[src/rtl/core/usc_pkg.sv]
package usc_pkg;

  // Reciprocal for an exact divide by 60 of any 32-bit value: (x * M) >> 37.
  localparam logic [31:0] DIV60_M     = 32'h8888_8889;
  localparam int          DIV60_SH    = 37;
  // Divide by 3 of an 18-bit value: (x * M) >> 19 (divide by 24 = >> 3 first).
  localparam logic [17:0] DIV3_M      = 18'd174763;
  // Divide by 7 of a 17-bit value: (x * M) >> 20.
  localparam logic [17:0] DIV7_M      = 18'd149797;
  // Divide by 1461 of a 17-bit value below 75280: (x * M) >> 27.
  localparam logic [16:0] DIV1461_M   = 17'd91868;

  localparam logic [16:0] DAY_OFS_1900 = 17'd25568;
  localparam logic [10:0] DAYS_4Y      = 11'd1461;
  localparam logic [8:0]  FEB_29_DAY   = 9'd59;

  typedef struct packed {
    logic [5:0] second;
    logic [5:0] minute;
    logic [4:0] hour;
  } usc_tod_t;

  typedef struct packed {
    logic [2:0] weekday;
    logic [7:0] year;
    logic [8:0] yday;
  } usc_date_t;

  // First day of each year inside a four-year block (first year is leap).
  function automatic logic [10:0] year_start(input logic [1:0] yoff);
    logic [10:0] r;
    unique case (yoff)
      2'd0:    r = 11'd0;
      2'd1:    r = 11'd366;
      2'd2:    r = 11'd731;
      2'd3:    r = 11'd1096;
      default: r = 11'd0;
    endcase
    return r;
  endfunction

  // First day of each month in a 366-day year.
  function automatic logic [8:0] month_start(input logic [3:0] mon);
    logic [8:0] r;
    unique case (mon)
      4'd0:    r = 9'd0;
      4'd1:    r = 9'd31;
      4'd2:    r = 9'd60;
      4'd3:    r = 9'd91;
      4'd4:    r = 9'd121;
      4'd5:    r = 9'd152;
      4'd6:    r = 9'd182;
      4'd7:    r = 9'd213;
      4'd8:    r = 9'd244;
      4'd9:    r = 9'd274;
      4'd10:   r = 9'd305;
      4'd11:   r = 9'd335;
      default: r = 9'd0;
    endcase
    return r;
  endfunction

endpackage

[src/rtl/core/unix_seconds_to_calendar_unit.sv]
// Channel   Ports                                   Handshake
// -------   -------------------------------------   ------------------------------
// in        unix_seconds                            start & !busy at rising edge
// out       second, minute, hour, weekday,          done high for one cycle,
//           years_since_1900, day_of_year,          taken at the edge ending it
//           month_index, day_of_month
//
// Eleven register stages, one word accepted per clock; busy is always low.
// An accepted word shows done when its valid bit reaches vld[11], the last stage.
// The depth is set by the chain of constant divides (60, 60, 24, 7/1461),
// each a reciprocal multiply with a register behind it.
// rst (synchronous) clears only the stage valid bits; data is not reset.
// The receiver cannot stall, so the pipeline never holds.
module unix_seconds_to_calendar_unit (
  input  logic        clk,
  input  logic        rst,
  input  logic        start,
  output logic        busy,
  input  logic [31:0] unix_seconds,
  output logic        done,
  output logic [5:0]  second,
  output logic [5:0]  minute,
  output logic [4:0]  hour,
  output logic [2:0]  weekday,
  output logic [7:0]  years_since_1900,
  output logic [8:0]  day_of_year,
  output logic [3:0]  month_index,
  output logic [4:0]  day_of_month
);
  import usc_pkg::*;

  // stage valid bits, index = stage number
  logic [11:1] vld;

  // stage 1: input capture
  logic [31:0] t1;
  // stage 2: minutes total
  logic [26:0] q1_2;
  logic [5:0]  tlo2;
  // stage 3: hours total, seconds
  logic [20:0] q2_3;
  logic [5:0]  q1lo3;
  logic [5:0]  sec3;
  // stage 4: days since 1970, minutes
  logic [15:0] q3_4;
  logic [4:0]  q2lo4;
  logic [5:0]  sec4;
  logic [5:0]  min4;
  // stage 5 onward carry time of day
  usc_tod_t    tod5, tod6, tod7, tod8, tod9, tod10, tod11;
  logic [16:0] day5, day6;
  logic [14:0] q7_6;
  logic [5:0]  qb6;
  logic [2:0]  wday7, wday8;
  logic [10:0] dblk7, dblk8;
  logic [7:0]  base7, base8;
  logic [1:0]  yoff8;
  usc_date_t   date9, date10, date11;
  logic [8:0]  adj9, adj10;
  logic [3:0]  mon10, mon11;
  logic [4:0]  dom11;

  // combinational terms between stages
  logic [63:0] prod1, prod2;
  logic [36:0] prod3;
  logic [34:0] prod7;
  logic [33:0] prodb;
  logic [5:0]  sec_c, min_c;
  logic [4:0]  hour_c;
  logic [16:0] day_c;
  logic [16:0] blk_ofs;
  logic [10:0] dblk_c;
  logic [2:0]  wday_c;
  logic [1:0]  yoff_c;
  logic [8:0]  yday_c;
  logic [8:0]  adj_c;
  logic        skip_c;
  logic [3:0]  mon_c;
  logic [4:0]  dom_c;

  assign busy = 1'b0;

  always_ff @(posedge clk) begin
    if (rst) begin
      vld <= '0;
    end else begin
      vld <= {vld[10:1], start};
    end
  end

  // seconds / 60
  assign prod1 = 64'(t1) * 64'(DIV60_M);
  // remainder below 60 fits in the low 6 bits of the difference
  assign sec_c = tlo2 - 6'(q1_2 * 27'd60);
  // minutes / 60
  assign prod2 = 64'(q1_2) * 64'(DIV60_M);
  assign min_c = q1lo3 - 6'(q2_3 * 21'd60);
  // hours / 24 = (hours >> 3) / 3
  assign prod3 = 37'(q2_3[20:3]) * 37'(DIV3_M);
  assign hour_c = q2lo4 - 5'(q3_4 * 16'd24);
  assign day_c  = 17'(q3_4) + DAY_OFS_1900;

  // days since 1900: weekday and four-year block
  assign prod7   = 35'(day5) * 35'(DIV7_M);
  assign prodb   = 34'(day5) * 34'(DIV1461_M);
  assign wday_c  = day6[2:0] - 3'(q7_6 * 15'd7);
  assign blk_ofs = 17'(qb6) * 17'(DAYS_4Y);
  assign dblk_c  = 11'(day6 - blk_ofs);

  // year within the block: first year 366 days, the rest 365
  always_comb begin
    priority if (dblk7 < 11'd366) begin
      yoff_c = 2'd0;
    end else if (dblk7 < 11'd731) begin
      yoff_c = 2'd1;
    end else if (dblk7 < 11'd1096) begin
      yoff_c = 2'd2;
    end else begin
      yoff_c = 2'd3;
    end
  end

  // day of year; non-leap years skip Feb 29 of the month table
  assign yday_c = 9'(dblk8 - year_start(yoff8));
  assign skip_c = (yoff8 != 2'd0) && (yday_c >= FEB_29_DAY);
  assign adj_c  = yday_c + 9'(skip_c);

  // month: count month starts at or below the adjusted day
  always_comb begin
    mon_c = 4'd0;
    for (int i = 1; i < 12; i++) begin
      mon_c = mon_c + 4'(adj9 >= month_start(4'(i)));
    end
  end

  assign dom_c = 5'(adj10 - month_start(mon10) + 9'd1);

  always_ff @(posedge clk) begin
    t1     <= unix_seconds;

    q1_2   <= prod1[63:DIV60_SH];
    tlo2   <= t1[5:0];

    q2_3   <= prod2[57:DIV60_SH];
    q1lo3  <= q1_2[5:0];
    sec3   <= sec_c;

    q3_4   <= prod3[34:19];
    q2lo4  <= q2_3[4:0];
    sec4   <= sec3;
    min4   <= min_c;

    tod5   <= '{second: sec4, minute: min4, hour: hour_c};
    day5   <= day_c;

    tod6   <= tod5;
    day6   <= day5;
    q7_6   <= prod7[34:20];
    qb6    <= prodb[32:27];

    tod7   <= tod6;
    wday7  <= wday_c;
    dblk7  <= dblk_c;
    base7  <= {qb6, 2'b00};

    tod8   <= tod7;
    wday8  <= wday7;
    dblk8  <= dblk7;
    base8  <= base7;
    yoff8  <= yoff_c;

    tod9   <= tod8;
    date9  <= '{weekday: wday8, year: base8 + 8'(yoff8), yday: yday_c};
    adj9   <= adj_c;

    tod10  <= tod9;
    date10 <= date9;
    adj10  <= adj9;
    mon10  <= mon_c;

    tod11  <= tod10;
    date11 <= date10;
    mon11  <= mon10;
    dom11  <= dom_c;
  end

  assign done             = vld[11];
  assign second           = tod11.second;
  assign minute           = tod11.minute;
  assign hour             = tod11.hour;
  assign weekday          = date11.weekday;
  assign years_since_1900 = date11.year;
  assign day_of_year      = date11.yday;
  assign month_index      = mon11;
  assign day_of_month     = dom11;

endmodule

[config.mk]
export PLATFORM = sky130hd
export DESIGN_NAME = unix_seconds_to_calendar_unit
export DESIGN_NICKNAME = d
export VERILOG_FILES = /design/src/rtl/core/usc_pkg.sv /design/src/rtl/core/unix_seconds_to_calendar_unit.sv
export SDC_FILE = /design/constraint.sdc
export NUM_CORES = 2
export LEC_CHECK = 0
export BUFFER_PORTS_ARGS = -buffer_cell sky130_fd_sc_hd__buf_2
export CELL_PAD_IN_SITES_DETAIL_PLACEMENT = 0
export CELL_PAD_IN_SITES_GLOBAL_PLACEMENT = 1
export CORE_ASPECT_RATIO = 0.6
export CORE_UTILIZATION = 53
export CTS_CLUSTER_DIAMETER = 80
export DETAILED_ROUTE_END_ITERATION = 7
export PLACE_DENSITY = 0.88
export SYNTH_ARGS = -nofsm -noshare
export SYNTH_HDL_FRONTEND = slang
export SYNTH_SLANG_ARGS = --single-unit
[constraint.sdc]
create_clock -name clk -period 6.7 [get_ports clk]
set_input_delay 0 -clock clk [delete_from_list [all_inputs] [get_ports clk]]
set_output_delay 0 -clock clk [all_outputs]
set_load 0.01 [all_outputs]
==> out/qor.txt <==
Clock Latency Late Sink: 0.61 ns
outcome: finished clean
Cells after DPL: 4922
Hold Path Class: in -> reg
CTS tree: built
Final setup viols: 0
Tcrit/Tclk final: 0.9571
Vias: 25.72k
DR vias/cell: 5.102
crit path buf inv count: 4
initial antenna violation count: 1
Final ANT Viol Nets: 0
most frequent cell after synthesis: inv_1
xor and xnor area share after synthesis: 0.03229
crit path kind: reg -> reg
Synth Area in Adders: 0.5428
Simple-Gate Fraction of Synth Area: 0.04074
synth cell count leaders: inv_1 (1035), ha_1 (883), fa_1 (544), dfxtp_1 (430), a21oi_1 (128)
Post-synth EDFFs: 0
post-CTS setup buffer count: 0
critical path's slowest cell: fa_1
crit start category: register
largest net degree at the start of global routing: 17
Syn Inst Count: 3807
WP data arrival: 6.88 ns
Final min period: 6.412 ns
Distinct cells, synth: 84
clock tree buffer depth: 3
ys flop type: dfxtp_1
Antenna Cells: 0
Filler cells: 6345
Top Family by Delay on Critical Path: adder cells
mux contribution to synthesized area: 0.001084
DPL Wire Length: 78490 um
die height: 215.9 um
Data required, critical path: 7.17 ns
Area growth syn-to-layout: 9.681%
RSZ-0062 raised after global routing: no
fin nets: 5469
die width: 358.5 um
Initial Util: 0.5350
DRT iter0 DRCs: 1583
gpl congestion: 0.9834
slowest stage delay, CP: 0.58 ns
grt ovf: 0
dominant cell type by area after synthesis: ha_1
GR Util All Layers: 0.2408
Port Buffers: 81
Final Non-Filler Cells: 5042
number of global-route vias before repair: 25.68k
row count: 78
global-route wire length before repair: 143100 um
layout cells sized above 1: 0.06061
syn nets: 5269
Syn Area/Cell: 10.62 um^2
worst-path cell chain: ha_1, inv_1, fa_1, fa_1, fa_1, fa_1, inv_1, fa_1, inv_1, fa_1, inv_1, ha_1, nand3_1, nor2_1, nand2_1, nor2_1, o211ai_1, nand3_1, a21oi_1, o21ai_4, nor4b_1, or3_1
fmax: 0.1560 GHz
Worst-path clk slew: 0.07 ns
Relative slew margins: 0.4613
WL/cell: 17.78 um
share of the yosys chip area belonging to registers: 0.2130
main combinational cell family by area after synthesis: adder cells
Worst Skew: 0.02722 ns
Final Hold Viols: 0
H-tree levels: 2
CP endpoint kind: register
Top cell by count, worst path: fa_1
critical-path maximum fanout: 9
Root Driver: clkbuf_16
max-cap check violation count: 0
number of remaining DRC errors: 0
ys async rst share: 0
Routed Wire Length: 89630 um
Yosys Warn Count: 0
top post-synthesis cells by area: ha_1 (27%), fa_1 (27%), dfxtp_1 (21%), inv_1 (9.6%), xnor2_1 (2.3%)
TNS Setup: 0 ns
Ports: 83
#FFs+latches synth: 430
Synth Area in Compound Gates: 0.07229
Hold Slack: 0.03400 ns
synthesized cell area: 40410 um^2
Num Clock Sinks: 430
First-pass DRT Iterations: 5
top cell type's share of synthesized area: 0.2734
fin. max-slew vios: 0
Slew @ Worst Pin: 0.7995 ns
Die ar.: 77400 um^2
Num CTS Buffers: 44
core area: 75540 um^2
[metal layers]
metal  vias to the layer above  wire length (um)  GRT usage
met2                       803             30840     0.2886
met4                         2              1002    0.03418
met3                        72             10350    0.09370
met1                     12330             47420     0.3968
li1                      12520                 -          -
met5                         -                11          0
[layout make-up]
class / count / area (um^2) / area share
Clock inverter: 29 / 361.6 / 0.008158
Tap cell: 1000 / 1251 / 0.02823
Clock buffer: 52 / 1181 / 0.02665
Inverter: 1035 / 3885 / 0.08765
Sequential cell: 430 / 8611 / 0.1943
Multi-Input combinational cell: 2327 / 27870 / 0.6288
Timing Repair Buffer: 169 / 1164 / 0.02625
[sequential cells by signal, summed over array words and instances (netlist names), 8 cells and up, named ones only]
name / flops
adj9: 9
date10: 20
date9: 20
day5: 17
day6: 11
day_of_year: 9
dblk7: 11
dblk8: 9
q1_2: 27
q2_3: 21
q3_4: 16
t1: 32
tod10: 17
tod5: 17
tod6: 17
tod7: 17
tod8: 17
tod9: 17
vld: 11
years_since_1900: 8
[cell families after synthesis]
kind of cell	count (synthesis)
adder cells (fa/ha/maj)	1427
buffers and inverters	1050
XOR/XNOR	149
AO/OA/AOI/OAI	423
multiplexers	4
flip-flops	430
AND/OR/NAND/NOR	323
other	1
[through the flow]
| stage | utilization | area, um^2 | setup slack (ns) |
|---|---|---|---|
| 2_1_floorplan | - | 40410 | 0.7733 |
| 3_3_place_gp | 0.5610 | 42380 | 0.3690 |
| 3_5_place_dp | 0.5610 | 42380 | 0.2821 |
| 4_1_cts | 0.5866 | 44310 | 0.2349 |
| 5_1_grt | 0.5868 | 44330 | 0.02165 |
| 6_report | 0.5868 | 44330 | 0.2877 |
[final timing paths]
path	startpoint	endpoint	slack (ns)	cells after the start
max	t1[1]$_DFF_P_	q1_2[23]$_DFF_P_	0.29	22
min	unix_seconds[10]	t1[10]$_DFF_P_	0.03	2
min reg2reg	tod8[6]$_DFF_P_	tod9[6]$_DFF_P_	0.30	0
max reg2reg	t1[1]$_DFF_P_	q1_2[23]$_DFF_P_	0.29	22
[placed cells by master (no fill, tap or decap), types with 5 or more instances in the layout]
cell              n
a21oi_1         128
dfxtp_1         428
o21ai_0          58
a21o_1           85
a221oi_2          5
or3_1             5
nor3_1           24
nor2_1           71
a211oi_1          6
clkbuf_8          5
inv_6             6
xor2_1           45
nor2b_1          29
and3_1           11
nand4_1          29
clkbuf_16        44
dlygate4sd3_1    39
nand2b_1         14
a31oi_1          18
inv_1          1035
xnor2_1         104
nand3_1          38
a21boi_0          6
buf_4            49
nand2_1          70
o211ai_1         11
a211o_1           5
fa_1            544
clkinvlp_4        9
ha_1            883
buf_2            81
o21a_1           16
o21bai_1         20
o22ai_1           8
and2_1            7
[worst register-to-register path, stage by stage (launching register included)]
cell and delay [ns]:
dfxtp_1 0.32, ha_1 0.29, inv_1 0.08, fa_1 0.58, fa_1 0.46, fa_1 0.52, fa_1 0.54, inv_1 0.05
fa_1 0.52, inv_1 0.05, fa_1 0.53, inv_1 0.05, ha_1 0.34, nand3_1 0.18, nor2_1 0.07, nand2_1 0.10
nor2_1 0.07, o211ai_1 0.16, nand3_1 0.28, a21oi_1 0.36, o21ai_4 0.16, nor4b_1 0.19, or3_1 0.36
[what timing repair did]
action / CTS / global route
hold buffers: 39 / 0
endpoints found under the setup margin: 0 / 2
gates resized for setup: 0 / 4
hold endpoints to repair: 43 / 0
Power is not shown: default switching activity piles up to over one toggle a cycle in this logic, so the estimate is an artifact.
